$ cat config.mk
export PLATFORM = sky130hd
export DESIGN_NAME = sorted_priority_queue_core
export DESIGN_NICKNAME = d
export VERILOG_FILES = /design/src/rtl/spq_pkg.sv /design/src/rtl/spq_cell.sv /design/src/rtl/spq_ctrl.sv /design/src/rtl/sorted_priority_queue_core.sv
export VERILOG_INCLUDE_DIRS = /design/src /design/src/rtl
export SDC_FILE = /design/constraint.sdc
export NUM_CORES = 1
export LEC_CHECK = 0
export BUFFER_PORTS_ARGS = -buffer_cell sky130_fd_sc_hd__buf_2
export CORE_MARGIN = 1.5
export CORE_UTILIZATION = 40
export CTS_CLUSTER_SIZE = 20
export DETAILED_ROUTE_END_ITERATION = 8
export GPL_ROUTABILITY_DRIVEN = 0
export HOLD_SLACK_MARGIN = 0.08
export PLACE_DENSITY = 0.61
export SKIP_LAST_GASP = 1
export SLEW_MARGIN = 20
export SYNTH_ARGS = -nofsm -noshare
export SYNTH_HDL_FRONTEND = slang
export SYNTH_SLANG_ARGS = --single-unit
$ cat constraint.sdc
create_clock -name clk -period 4.9 [get_ports clk]
set_clock_uncertainty 0.1 [all_clocks]
set_input_delay 0 -clock clk [delete_from_list [all_inputs] [get_ports clk]]
set_output_delay 0 -clock clk [all_outputs]
set_load 0.01 [all_outputs]
$ cat src/rtl/sorted_priority_queue_core_defines.svh
// ----------------------------------------------------------------------------
// Sorted priority queue: assertion macros
// Wraps concurrent assertions so that synthesis builds see empty bodies.
// ----------------------------------------------------------------------------
`ifndef SORTED_PRIORITY_QUEUE_CORE_DEFINES_SVH
`define SORTED_PRIORITY_QUEUE_CORE_DEFINES_SVH

`ifndef SYNTHESIS
// Condition a implies condition b in the same cycle.
`define SPQ_ASSERT_IMP(label, a, b) \
  label: assert property (@(posedge clk) disable iff (rst) (a) |-> (b)) \
    else $error("sorted priority queue assertion failed");
// Condition a implies condition b in the next cycle.
`define SPQ_ASSERT_NXT(label, a, b) \
  label: assert property (@(posedge clk) disable iff (rst) (a) |=> (b)) \
    else $error("sorted priority queue assertion failed");
`else
`define SPQ_ASSERT_IMP(label, a, b)
`define SPQ_ASSERT_NXT(label, a, b)
`endif

`endif

$ cat src/rtl/spq_pkg.sv
// ----------------------------------------------------------------------------
// Sorted priority queue package
// Sizes, request and status codes, and the control types shared by the cells.
// ----------------------------------------------------------------------------
package spq_pkg;

  // Number of cells and stored key width.
  localparam int DEPTH    = 8;
  localparam int KEY_BITS = 16;
  // Count register holds 0 to DEPTH.
  localparam int CNT_W    = $clog2(DEPTH + 1);

  // Request codes on req_type.
  typedef enum logic [1:0] {
    REQ_PUSH = 2'd0,
    REQ_POP  = 2'd1,
    REQ_PEEK = 2'd2,
    REQ_LIST = 2'd3
  } req_t;

  // Status codes on status.
  typedef enum logic [1:0] {
    STAT_OK    = 2'd0,
    STAT_FULL  = 2'd1,
    STAT_EMPTY = 2'd2
  } status_t;

  // Operation broadcast to every cell.
  typedef enum logic [1:0] {
    OP_HOLD = 2'd0,
    OP_PUSH = 2'd1,
    OP_POP  = 2'd2,
    OP_ROT  = 2'd3
  } cell_op_t;

  // Controller state.
  typedef enum logic {
    ST_IDLE = 1'b0,
    ST_LIST = 1'b1
  } state_t;

  // Broadcast control word for the cell chain.
  typedef struct packed {
    cell_op_t            op;
    logic [KEY_BITS-1:0] key;
  } cell_ctl_t;

  // Position of one cell relative to the current fill level.
  typedef struct packed {
    logic occ;     // Cell holds a key.
    logic at_end;  // First free cell.
    logic tail;    // Cell holds the last key.
  } slot_t;

endpackage

$ cat src/rtl/spq_cell.sv
// ----------------------------------------------------------------------------
// Sorted priority queue cell
// Holds one key and moves it to or from its neighbors on push, pop and list.
// ----------------------------------------------------------------------------
module spq_cell (
  input  logic                         clk,
  input  spq_pkg::cell_ctl_t           ctl,
  input  spq_pkg::slot_t               slot,
  input  logic [spq_pkg::KEY_BITS-1:0] left_key,
  input  logic                         left_gt,
  input  logic [spq_pkg::KEY_BITS-1:0] right_key,
  input  logic [spq_pkg::KEY_BITS-1:0] head_key,
  output logic [spq_pkg::KEY_BITS-1:0] key,
  output logic                         gt
);

  // This cell holds a key strictly greater than the incoming one, so it moves.
  assign gt = slot.occ && (key > ctl.key);

  // Key register: shift right on push, left on pop, rotate on list.
  always_ff @(posedge clk) begin
    case (ctl.op)
      spq_pkg::OP_PUSH: begin
        if (gt || slot.at_end) begin
          key <= left_gt ? left_key : ctl.key;
        end
      end
      spq_pkg::OP_POP: begin
        key <= right_key;
      end
      spq_pkg::OP_ROT: begin
        key <= slot.tail ? head_key : right_key;
      end
      default: begin
        key <= key;
      end
    endcase
  end

endmodule

$ cat src/rtl/spq_ctrl.sv
// ----------------------------------------------------------------------------
// Sorted priority queue controller
// Decodes requests, keeps the fill count, sequences lists and holds the
// output word register.
// ----------------------------------------------------------------------------
module spq_ctrl (
  input  logic                         clk,
  input  logic                         rst,
  input  logic                         in_valid,
  output logic                         in_stall,
  input  logic [1:0]                   req_type,
  input  logic [15:0]                  key_in,
  output logic                         out_valid,
  input  logic                         out_stall,
  output logic [1:0]                   status,
  output logic [15:0]                  key_out,
  output logic [3:0]                   count_out,
  output logic                         last,
  input  logic [spq_pkg::KEY_BITS-1:0] head_key,
  output spq_pkg::cell_ctl_t           ctl,
  output logic [spq_pkg::CNT_W-1:0]    count
);

  localparam logic [spq_pkg::CNT_W-1:0] CntFull = (spq_pkg::CNT_W)'(spq_pkg::DEPTH);
  localparam logic [spq_pkg::CNT_W-1:0] CntOne  = (spq_pkg::CNT_W)'(1);

  spq_pkg::state_t                  state, state_next;
  logic [spq_pkg::CNT_W-1:0]        count_next;
  logic [spq_pkg::CNT_W-1:0]        idx, idx_next;
  logic                             out_valid_next;
  logic                             load;
  spq_pkg::status_t                 ld_status;
  logic [spq_pkg::KEY_BITS-1:0]     ld_key;
  logic [spq_pkg::CNT_W-1:0]        ld_count;
  logic                             ld_last;
  logic                             out_free;
  logic                             take;
  logic                             empty;

  // The output register can take a new word this cycle.
  assign out_free = !out_valid || !out_stall;
  assign in_stall = (state != spq_pkg::ST_IDLE) || !out_free;
  assign take     = in_valid && !in_stall;
  assign empty    = (count == '0);

  // Request decode, list sequencing and output load.
  always_comb begin
    state_next = state;
    count_next = count;
    idx_next   = idx;
    ctl.op     = spq_pkg::OP_HOLD;
    ctl.key    = (spq_pkg::KEY_BITS)'(key_in);
    load       = 1'b0;
    ld_status  = spq_pkg::STAT_OK;
    ld_key     = '0;
    ld_count   = count;
    ld_last    = 1'b1;
    unique case (state)
      spq_pkg::ST_IDLE: begin
        if (take) begin
          load = 1'b1;
          unique case (spq_pkg::req_t'(req_type))
            spq_pkg::REQ_PUSH: begin
              if (count == CntFull) begin
                ld_status = spq_pkg::STAT_FULL;
              end else begin
                ctl.op     = spq_pkg::OP_PUSH;
                count_next = count + CntOne;
                ld_count   = count + CntOne;
              end
            end
            spq_pkg::REQ_POP: begin
              if (empty) begin
                ld_status = spq_pkg::STAT_EMPTY;
              end else begin
                ctl.op     = spq_pkg::OP_POP;
                count_next = count - CntOne;
                ld_count   = count - CntOne;
                ld_key     = head_key;
              end
            end
            spq_pkg::REQ_PEEK: begin
              if (empty) begin
                ld_status = spq_pkg::STAT_EMPTY;
              end else begin
                ld_key = head_key;
              end
            end
            spq_pkg::REQ_LIST: begin
              if (empty) begin
                ld_status = spq_pkg::STAT_EMPTY;
              end else begin
                load       = 1'b0;
                idx_next   = '0;
                state_next = spq_pkg::ST_LIST;
              end
            end
            default: begin
              load = 1'b0;
            end
          endcase
        end
      end
      spq_pkg::ST_LIST: begin
        // Emit the head and rotate the occupied cells by one.
        if (out_free) begin
          load     = 1'b1;
          ctl.op   = spq_pkg::OP_ROT;
          ld_key   = head_key;
          ld_last  = (idx == count - CntOne);
          idx_next = idx + CntOne;
          if (ld_last) begin
            state_next = spq_pkg::ST_IDLE;
          end
        end
      end
      default: begin
        state_next = spq_pkg::ST_IDLE;
      end
    endcase
  end

  // Output word valid flag.
  always_comb begin
    if (load) begin
      out_valid_next = 1'b1;
    end else if (out_valid && !out_stall) begin
      out_valid_next = 1'b0;
    end else begin
      out_valid_next = out_valid;
    end
  end

  // Control registers.
  always_ff @(posedge clk) begin
    if (rst) begin
      state     <= spq_pkg::ST_IDLE;
      count     <= '0;
      idx       <= '0;
      out_valid <= 1'b0;
    end else begin
      state     <= state_next;
      count     <= count_next;
      idx       <= idx_next;
      out_valid <= out_valid_next;
    end
  end

  // Output word payload.
  always_ff @(posedge clk) begin
    if (load) begin
      status    <= ld_status;
      key_out   <= 16'(ld_key);
      count_out <= 4'(ld_count);
      last      <= ld_last;
    end
  end

endmodule

$ cat src/rtl/sorted_priority_queue_core.sv
// ----------------------------------------------------------------------------
// Sorted priority queue core
// Keeps up to DEPTH keys in ascending order in a chain of cells.
// ----------------------------------------------------------------------------
// Usage:
//   The input channel (in_valid, in_stall, req_type, key_in) carries one
//   request word: push, pop head, peek head or list all. The output channel
//   (out_valid, out_stall, status, key_out, count_out, last) carries result
//   words; last marks the final word of each request.
//   For push, pop and peek, each cell compares and shifts in parallel, and
//   the result sits in the output register on the next cycle.
//   Such a request may be accepted every cycle, so throughput is one per
//   cycle while the receiver keeps up.
//   A non-empty list is accepted, then gives one word per held key while
//   the occupied cells rotate once around the chain.
//   No request is accepted during a list.
//   Reset empties the queue and clears the output valid flag; stored keys are
//   not cleared and are never shown before being written.
//   While the receiver stalls, the pending word holds and in_stall is high.
// ----------------------------------------------------------------------------
`include "sorted_priority_queue_core_defines.svh"

module sorted_priority_queue_core (
  input  logic        clk,
  input  logic        rst,
  input  logic        in_valid,
  output logic        in_stall,
  input  logic [1:0]  req_type,
  input  logic [15:0] key_in,
  output logic        out_valid,
  input  logic        out_stall,
  output logic [1:0]  status,
  output logic [15:0] key_out,
  output logic [3:0]  count_out,
  output logic        last
);

  localparam logic [spq_pkg::CNT_W-1:0] CntFull = (spq_pkg::CNT_W)'(spq_pkg::DEPTH);

  spq_pkg::cell_ctl_t           ctl;
  logic [spq_pkg::CNT_W-1:0]    count;
  logic [spq_pkg::KEY_BITS-1:0] keys [spq_pkg::DEPTH];
  logic                         gts  [spq_pkg::DEPTH];
  logic                         push_full;
  logic                         pop_live;

  // Request decode, count and output register.
  spq_ctrl u_ctrl (
    .clk       (clk),
    .rst       (rst),
    .in_valid  (in_valid),
    .in_stall  (in_stall),
    .req_type  (req_type),
    .key_in    (key_in),
    .out_valid (out_valid),
    .out_stall (out_stall),
    .status    (status),
    .key_out   (key_out),
    .count_out (count_out),
    .last      (last),
    .head_key  (keys[0]),
    .ctl       (ctl),
    .count     (count)
  );

  // Chain of cells; cell 0 holds the head.
  for (genvar i = 0; i < spq_pkg::DEPTH; i++) begin : g_cell
    localparam logic [spq_pkg::CNT_W-1:0] Pos = (spq_pkg::CNT_W)'(i);
    spq_pkg::slot_t               slot;
    logic [spq_pkg::KEY_BITS-1:0] left_key;
    logic                         left_gt;
    logic [spq_pkg::KEY_BITS-1:0] right_key;

    assign slot.occ    = (Pos < count);
    assign slot.at_end = (Pos == count);
    assign slot.tail   = (Pos == count - (spq_pkg::CNT_W)'(1));

    if (i == 0) begin : g_first
      assign left_key = '0;
      assign left_gt  = 1'b0;
    end else begin : g_mid
      assign left_key = keys[i-1];
      assign left_gt  = gts[i-1];
    end

    if (i == spq_pkg::DEPTH - 1) begin : g_last
      assign right_key = keys[i];
    end else begin : g_inner
      assign right_key = keys[i+1];
    end

    spq_cell u_cell (
      .clk       (clk),
      .ctl       (ctl),
      .slot      (slot),
      .left_key  (left_key),
      .left_gt   (left_gt),
      .right_key (right_key),
      .head_key  (keys[0]),
      .key       (keys[i]),
      .gt        (gts[i])
    );
  end

  // Accepted push on a full queue, and accepted pop on a non-empty one.
  assign push_full = in_valid && !in_stall && (req_type == spq_pkg::REQ_PUSH) &&
                     (count == CntFull);
  assign pop_live  = in_valid && !in_stall && (req_type == spq_pkg::REQ_POP) &&
                     (count != '0);

  // Checks on count bookkeeping and flow control.
  `SPQ_ASSERT_IMP(a_count_max, 1'b1, count <= CntFull)
  `SPQ_ASSERT_IMP(a_stall_on_held_word, out_valid && out_stall, in_stall)
  `SPQ_ASSERT_NXT(a_full_push_keeps_count, push_full, count == $past(count))
  `SPQ_ASSERT_NXT(a_pop_drops_count, pop_live, count == $past(count) - (spq_pkg::CNT_W)'(1))

endmodule

# Yosys cells after proc, flatten, opt, wreduce, memory -nomap -nowiden
# Cells that the tools add are included.
[totals] out_inout_bits=25 input_bits=22 reg_bits=161 word_cells=184
[op_classes] bitwise=2 mux=68 magnitude_cmp=16 n_reduce_logical=43 eq_ne=36 addsub=3
[op_table] cell="16-bit two-way mux" n=27
[op_table] cell="16-bit one-hot mux with 3 select lines" n=7
[op_table] cell="16-bit greater-than comparator" n=8
[op_table] cell="16-bit one-hot mux with 2 select lines" n=2
[op_table] cell="3-bit by 4-bit == test with 1-bit output (first input constant)" n=8
[op_table] cell="4-bit two-way mux" n=8
[op_table] cell="2-bit by 1-bit inequality test with 1-bit output (second input constant)" n=10
[op_table] cell="2-bit by 4-bit == test with 1-bit output (first input constant)" n=4
[op_table] cell="3-bit by 4-bit less-than comparator with 1-bit output (first input constant)" n=4
[op_table] cell="4-bit one-hot mux with 2 select lines" n=2
[op_table] cell="2-bit AND reduction" n=7
[op_table] cell="1-bit two-way mux" n=13
[op_table] cell="2-bit one-hot mux with 2 select lines" n=3
[op_table] cell="1-bit logical AND" n=10
[op_table] cell="1-bit logical OR" n=10
[op_table] cell="4-bit by 1-bit adder with 4-bit output (second input constant)" n=2
[op_table] cell="1-bit by 4-bit == test with 1-bit output (first input constant)" n=2
[op_table] cell="2-bit == test (second input constant)" n=4
[op_table] cell="4-bit zero test" n=2
[op_table] cell="1-bit by 4-bit less-than comparator with 1-bit output (first input constant)" n=2
[op_table] cell="2-bit by 4-bit less-than comparator with 1-bit output (first input constant)" n=2
[op_table] cell="2-bit two-way mux" n=4
[op_table] cell="2-bit inequality test (second input constant)" n=4
[op_table] cell="3-bit AND reduction" n=2
[op_table] cell="other kinds (13)" n=21

# Depth between registers and ports, before layout
[depth] word_depth=11 ltp_mapped=13

# Cells and area by module
# From an unflattened synthesis, not the netlist that was laid out.
[unflattened] cells_unflattened=1383 hier_area_um2=13031.2
[by_module_without_submodules] mod="spq_cell" area_per_inst_um2=1383.8 seq_area_each_um2=480.5 cells_each=148 instances=8
[by_module_without_submodules] mod="spq_ctrl" area_per_inst_um2=1789.2 seq_area_each_um2=890.9 cells_each=166 instances=1
[by_module_without_submodules] mod="sorted_priority_queue_core" area_per_inst_um2=171.4 seq_area_each_um2=0.0 cells_each=33 instances=1

# Worst setup path after synthesis
# No wires, ideal clock.
[synth_timing] kind="flip-flop to flip-flop" from="register u_ctrl.count[0] in the netlist's numbering" to="register g_cell[0].u_cell.key[0] in the netlist's numbering, enable pin" synth_period_minus_slack_ns=3.780 arrival_ns=3.266 setup_slack_ns=1.120 t_required_ns=4.386 path_stages_with_launch=11 path_cell_list="dfxtp_1 -> clkbuf_1 -> inv_1 -> ha_1 -> or3b_1 -> buf_2 -> and2_0 -> clkbuf_1 -> nor3_1 -> o211a_1 -> a211oi_1"
[synth_via] elab_chain_len=8 elab_cells_between_ends=19 cone_classes="add/sub: 1; order compare: 1; eq/ne: 6; mux: 5; reduce/logical: 6"
[synth_lines] element="start, declared" line_no="spq_ctrl.sv:21" text="output logic [spq_pkg::CNT_W-1:0] count"
[synth_lines] element="start signal, assigned" line_no="spq_ctrl.sv:143" text="count <= count_next;"
[synth_lines] element="4-bit == test / 4-bit zero test (equally long branches)" line_no="spq_ctrl.sv:64, spq_ctrl.sv:44, sorted_priority_queue_core.sv:75"
[synth_lines] element="1-bit two-way mux / 2-bit two-way mux (equally long branches)" line_no="spq_ctrl.sv:64, spq_ctrl.sv:73"
[synth_lines] element="2-bit one-hot mux with 2 select lines" line_no="spq_ctrl.sv:62" text="unique case (spq_pkg::req_t'(req_type))"
[synth_lines] element="2-bit two-way mux" line_no="spq_ctrl.sv:60" text="if (take) begin"
[synth_lines] element="2-bit one-hot mux with 2 select lines" line_no="spq_ctrl.sv:58" text="unique case (state)"
[synth_lines] element="2-bit == test, or another cell as far along" line_no="spq_cell.sv:22" text="case (ctl.op)"
[synth_lines] element="2-bit inequality test (no line), or another cell as far along"
[synth_lines] element="3-bit AND reduction (no line) *"
[synth_lines] element="end signal, assigned" line_no="spq_cell.sv:25" text="key <= left_gt ? left_key : ctl.key;"
[synth_lines] element="end signal, assigned" line_no="spq_cell.sv:29" text="key <= right_key;"
[synth_lines] element="end signal, assigned" line_no="spq_cell.sv:32" text="key <= slot.tail ? head_key : right_key;"
[synth_lines] element="end, declared" line_no="spq_cell.sv:13" text="output logic [spq_pkg::KEY_BITS-1:0] key,"
# Every way passes the cells marked *; elsewhere a longest branch is shown, timed or not.
# A chain may end at the register's enable or synchronous reset.

# Final worst setup path
[layout_timing] from="register u_ctrl.count[0] in the netlist's numbering" to="register g_cell[4].u_cell.key[10] in the netlist's numbering, data pin"
[layout_via] elab_chain_len=7 elab_cells_between_ends=18 cone_classes="add/sub: 1; order compare: 1; eq/ne: 5; mux: 9; reduce/logical: 2"
[layout_lines] element="4-bit == test / 4-bit zero test (equally long branches)" line_no="spq_ctrl.sv:64, spq_ctrl.sv:44"
[layout_lines] element="1-bit two-way mux / 2-bit two-way mux (equally long branches)" line_no="spq_ctrl.sv:64, spq_ctrl.sv:73"
[layout_lines] element="2-bit one-hot mux with 2 select lines" line_no="spq_ctrl.sv:62"
[layout_lines] element="2-bit two-way mux" line_no="spq_ctrl.sv:60"
[layout_lines] element="2-bit one-hot mux with 2 select lines" line_no="spq_ctrl.sv:58"
[layout_lines] element="2-bit == test, or another cell as far along" line_no="spq_cell.sv:22"
[layout_lines] element="16-bit one-hot mux with 3 select lines *" line_no="spq_cell.sv:22"
[layout_lines] element="end signal, assigned" line_no="spq_cell.sv:25"
[layout_lines] element="end signal, assigned" line_no="spq_cell.sv:29"
[layout_lines] element="end signal, assigned" line_no="spq_cell.sv:32"
[layout_lines] element="end, declared" line_no="spq_cell.sv:13"
# Every way passes the cells marked *; elsewhere a longest branch is shown, timed or not. The select of a mux whose other input is x is not followed.

==> impl_summary.log <==
[metrics] minimum clock period after layout: 3.84 ns
[metrics] Die W: 174 um
[metrics] first-pass GRT wire length: 63600 um
[metrics] number of hold-repair buffers added at the cts stage: 22
[metrics] clock tree from TritonCTS: yes
[metrics] largest buffer count on any clock path: 2
[metrics] aggregate global routing overflow: 0
[metrics] H-tree depth: 4
[metrics] Final Hold Slack: 0.317 ns
[metrics] Worst Hold Class: input pin to flop
[metrics] Setup TNS: 0 ns
[metrics] critical path launch point type: flop
[metrics] Via-to-Cell Ratio: 6.75
[metrics] Final Routed Wirelength: 42600 um
[metrics] sequential-to-total area share from yosys stat: 40.6%
[metrics] met1 usage: 40.4%
[metrics] largest area contributor in the synthesized netlist: sky130_fd_sc_hd__edfxtp_1
[metrics] max cap viols: 0
[metrics] required time at the worst-slack endpoint: 5.10 ns
[metrics] top cell type's share of synthesized area: 38.9%
[metrics] Die Footprint: 30200 um2
[metrics] antenna violations before repair: 0
[metrics] CTS clk-pin slew, worst paths: 0.07 ns
[metrics] port bufs: 46
[metrics] count of final setup violators: 0
[metrics] Max rail drop VDD: 258 uV
[metrics] critical path class: flop to flop
[metrics] worst slack at placement: 1.21 ns
[metrics] buffer cell driving the clock tree root: sky130_fd_sc_hd__clkbuf_16
[metrics] gr busiest metal: met2
[metrics] status: completed
[metrics] flip-flop and latch count after synthesis: 161
[metrics] worst setup slack after layout: 1.06 ns
[metrics] summed instance area of the synthesized netlist: 11700 um2
[metrics] Crit. End Element: flop
[metrics] number of global-route vias before repair: 10154
[metrics] Max Fanout on Critical Path: 16
[metrics] met2 track demand over resource: 42.5%
[metrics] final count of pins violating max slew: 0
[metrics] unrepaired setup endpoints after global routing: false
[metrics] iteration-0 DRC count of the detailed router: 1824
[metrics] instance area after placement: 12400 um2
[metrics] total non-filler cell area in the finished layout: 13200 um2
[metrics] FMAX: 260 MHz
[metrics] PostCTS Resize Cnt: 0
[metrics] Area contributors post-synth: sky130_fd_sc_hd__edfxtp_1 39%, sky130_fd_sc_hd__ha_1 15%, sky130_fd_sc_hd__a22oi_1 3.7%
[metrics] average wire per cell in the routed design: 26.3 um
[metrics] Max-Slew Margin vs Limit: 23.9%
[metrics] most used flip-flop cell after synthesis: sky130_fd_sc_hd__edfxtp_1
[metrics] clock latency reported for the late side of the worst-skew pair: 0.45 ns
[metrics] NumNets Final: 1383
[metrics] TritonCTS sink count: 161
[metrics] average cell area after synthesis: 9.98 um2
[metrics] number of instances in the synthesized netlist: 1169
[metrics] Initial Utilization: 40.6%
[metrics] CTS buffer count: 17
[metrics] num rows: 62
[metrics] residual DRC count: 0
[metrics] Post CTS Setup Buffer Count: 0
[metrics] number of enable flip-flop cells after synthesis: 151
[metrics] Overall Power: 3780 uW
[metrics] overall routing resource usage: 27.9%
[metrics] total iterations of the first detailed-routing run: 6
[metrics] async set-or-reset flop fraction in the synthesized netlist: 0%
[metrics] Post-Syn Nets: 1330
[metrics] synthesis-to-finish area growth: 13.3%
[metrics] fraction of layout cells with a size suffix above 1: 10.3%
[metrics] Period Utilization, post-route: 78.5%
[metrics] power density over the cells: 287 nW/um2
[metrics] static leakage: 0.00512 uW
[metrics] data arrival at the endpoint of the critical path: 4.05 ns
[metrics] met3 track demand over resource in global routing: 5.33%
[metrics] actual transition at the worst max-transition pin: 1.13 ns
[metrics] post-DP HPWL: 32200 um
[metrics] Detail Route Antenna Nets: 0
[metrics] synth unique cells: 73
[metrics] number of hold-slack violations in the final timing report: 0
[metrics] I/O pins: 47
[metrics] Core Box Area: 28700 um2
[metrics] YS warnings: 0
[metrics] die outline height: 174 um
[metrics] maximum number of pins on one net before global-route repair: 41
[metrics] vias: 10924
[metrics] Diodes inserted: 0
==> cell usage in the layout (no fill, tap or decap), types with 13 or more instances in the layout <==
cell type / netlist / layout
sky130_fd_sc_hd__ha_1: 139 / 139
sky130_fd_sc_hd__buf_2: 16 / 46
sky130_fd_sc_hd__a221o_1: 21 / 21
sky130_fd_sc_hd__a22o_1: 23 / 23
sky130_fd_sc_hd__o21ai_0: 66 / 63
sky130_fd_sc_hd__o211ai_1: 31 / 31
sky130_fd_sc_hd__dlygate4sd3_1: 0 / 22
sky130_fd_sc_hd__a21o_1: 20 / 20
sky130_fd_sc_hd__nand4_1: 48 / 48
sky130_fd_sc_hd__a21oi_1: 60 / 60
sky130_fd_sc_hd__buf_4: 3 / 25
sky130_fd_sc_hd__o221ai_1: 24 / 24
sky130_fd_sc_hd__nor2_1: 67 / 67
sky130_fd_sc_hd__a22oi_1: 57 / 57
sky130_fd_sc_hd__nand3_1: 29 / 29
sky130_fd_sc_hd__a31oi_1: 25 / 19
sky130_fd_sc_hd__edfxtp_1: 151 / 151
sky130_fd_sc_hd__nor3_1: 16 / 16
sky130_fd_sc_hd__clkbuf_16: 0 / 17
sky130_fd_sc_hd__nand2_1: 109 / 109
sky130_fd_sc_hd__nor2b_1: 13 / 13
sky130_fd_sc_hd__inv_1: 62 / 62
==> layout make-up <==
class	instances	area, um2
clock buffer	18	429
clock inverter	14	180
fill	2715	15500
inverter	62	233
multi-input combinational	886	6500
sequential	161	4730
tap	384	480
timing repair buffer	94	653
==> worst paths after layout <==
kind                              end            start  slack (ns)  cells past startpoint
min reg2reg             u_ctrl.idx[3]    u_ctrl.idx[3]        0.48                      2
min                   u_ctrl.count[3]              rst        0.32                      3
max          g_cell[4].u_cell.key[10]  u_ctrl.count[0]        1.06                      8
max reg2reg  g_cell[4].u_cell.key[10]  u_ctrl.count[0]        1.06                      8
==> kinds of logic (layout without fill, tap and decap cells) <==
family | count (synthesis) | in the layout | share of synthesized area, %
AO/OA/AOI/OAI | 418 | 418 | 26.2
AND/OR/NAND/NOR | 321 | 321 | 13.4
XOR/XNOR | 8 | 8 | 0.601
flip-flops | 161 | 161 | 40.6
adder cells (fa/ha/maj) | 139 | 139 | 14.9
buffers and inverters | 122 | 188 | 4.32
==> routing by layer <==
layer | share of wire (%) | up-vias
met1 | 42 | 5278
met5 | 0 | -
met2 | 44 | 794
met3 | 12 | 69
li1 | - | 4783
met4 | 2.0 | 0
==> through the flow <==
stage / std cells / utilization [%]
floorplan: 1169 / -
finish: 1619 / 46.0
detailed placement: 1565 / 43.1
global route: 1619 / 46.0
global placement: 1564 / 43.0
CTS: 1619 / 46.0
==> registers in the layout, indices dropped and copies added (netlist names) <==
name               flops
u_ctrl.last            1
u_ctrl.key_out        16
u_ctrl.count_out       4
g_cell.u_cell.key    128
u_ctrl.idx             4
u_ctrl.state           1
u_ctrl.count           4
u_ctrl.status          2
u_ctrl.out_valid       1
==> worst max-delay path: stages (launching register included) <==
cell	delay (ns)
sky130_fd_sc_hd__dfxtp_1	0.65
sky130_fd_sc_hd__inv_1	0.19
sky130_fd_sc_hd__ha_1	0.30
sky130_fd_sc_hd__or3b_1	0.36
sky130_fd_sc_hd__and2_0	0.40
sky130_fd_sc_hd__a31oi_4	0.26
sky130_fd_sc_hd__a21oi_2	0.89
sky130_fd_sc_hd__a22oi_1	0.38
sky130_fd_sc_hd__nand3_1	0.17
==> Yosys cell counts, types with 21 or more instances <==
cell type                    n
sky130_fd_sc_hd__nand2_1   109
sky130_fd_sc_hd__a22o_1     23
sky130_fd_sc_hd__nand3_1    29
sky130_fd_sc_hd__nor2_1     67
sky130_fd_sc_hd__edfxtp_1  151
sky130_fd_sc_hd__nand4_1    48
sky130_fd_sc_hd__o21ai_0    66
sky130_fd_sc_hd__clkbuf_1   37
sky130_fd_sc_hd__a22oi_1    57
sky130_fd_sc_hd__o211ai_1   31
sky130_fd_sc_hd__o221ai_1   24
sky130_fd_sc_hd__inv_1      62
sky130_fd_sc_hd__a221o_1    21
sky130_fd_sc_hd__a31oi_1    25
sky130_fd_sc_hd__a21oi_1    60
sky130_fd_sc_hd__ha_1      139
==> power by group <==
part / switching (uW) / internal (uW) / total [uW]
registers: 81.9 / 1600 / 1680
logic: 428 / 237 / 665
clock network: 624 / 812 / 1440
total: 1130 / 2650 / 3780
No activity file was read; power rests on OpenSTA's default activity.
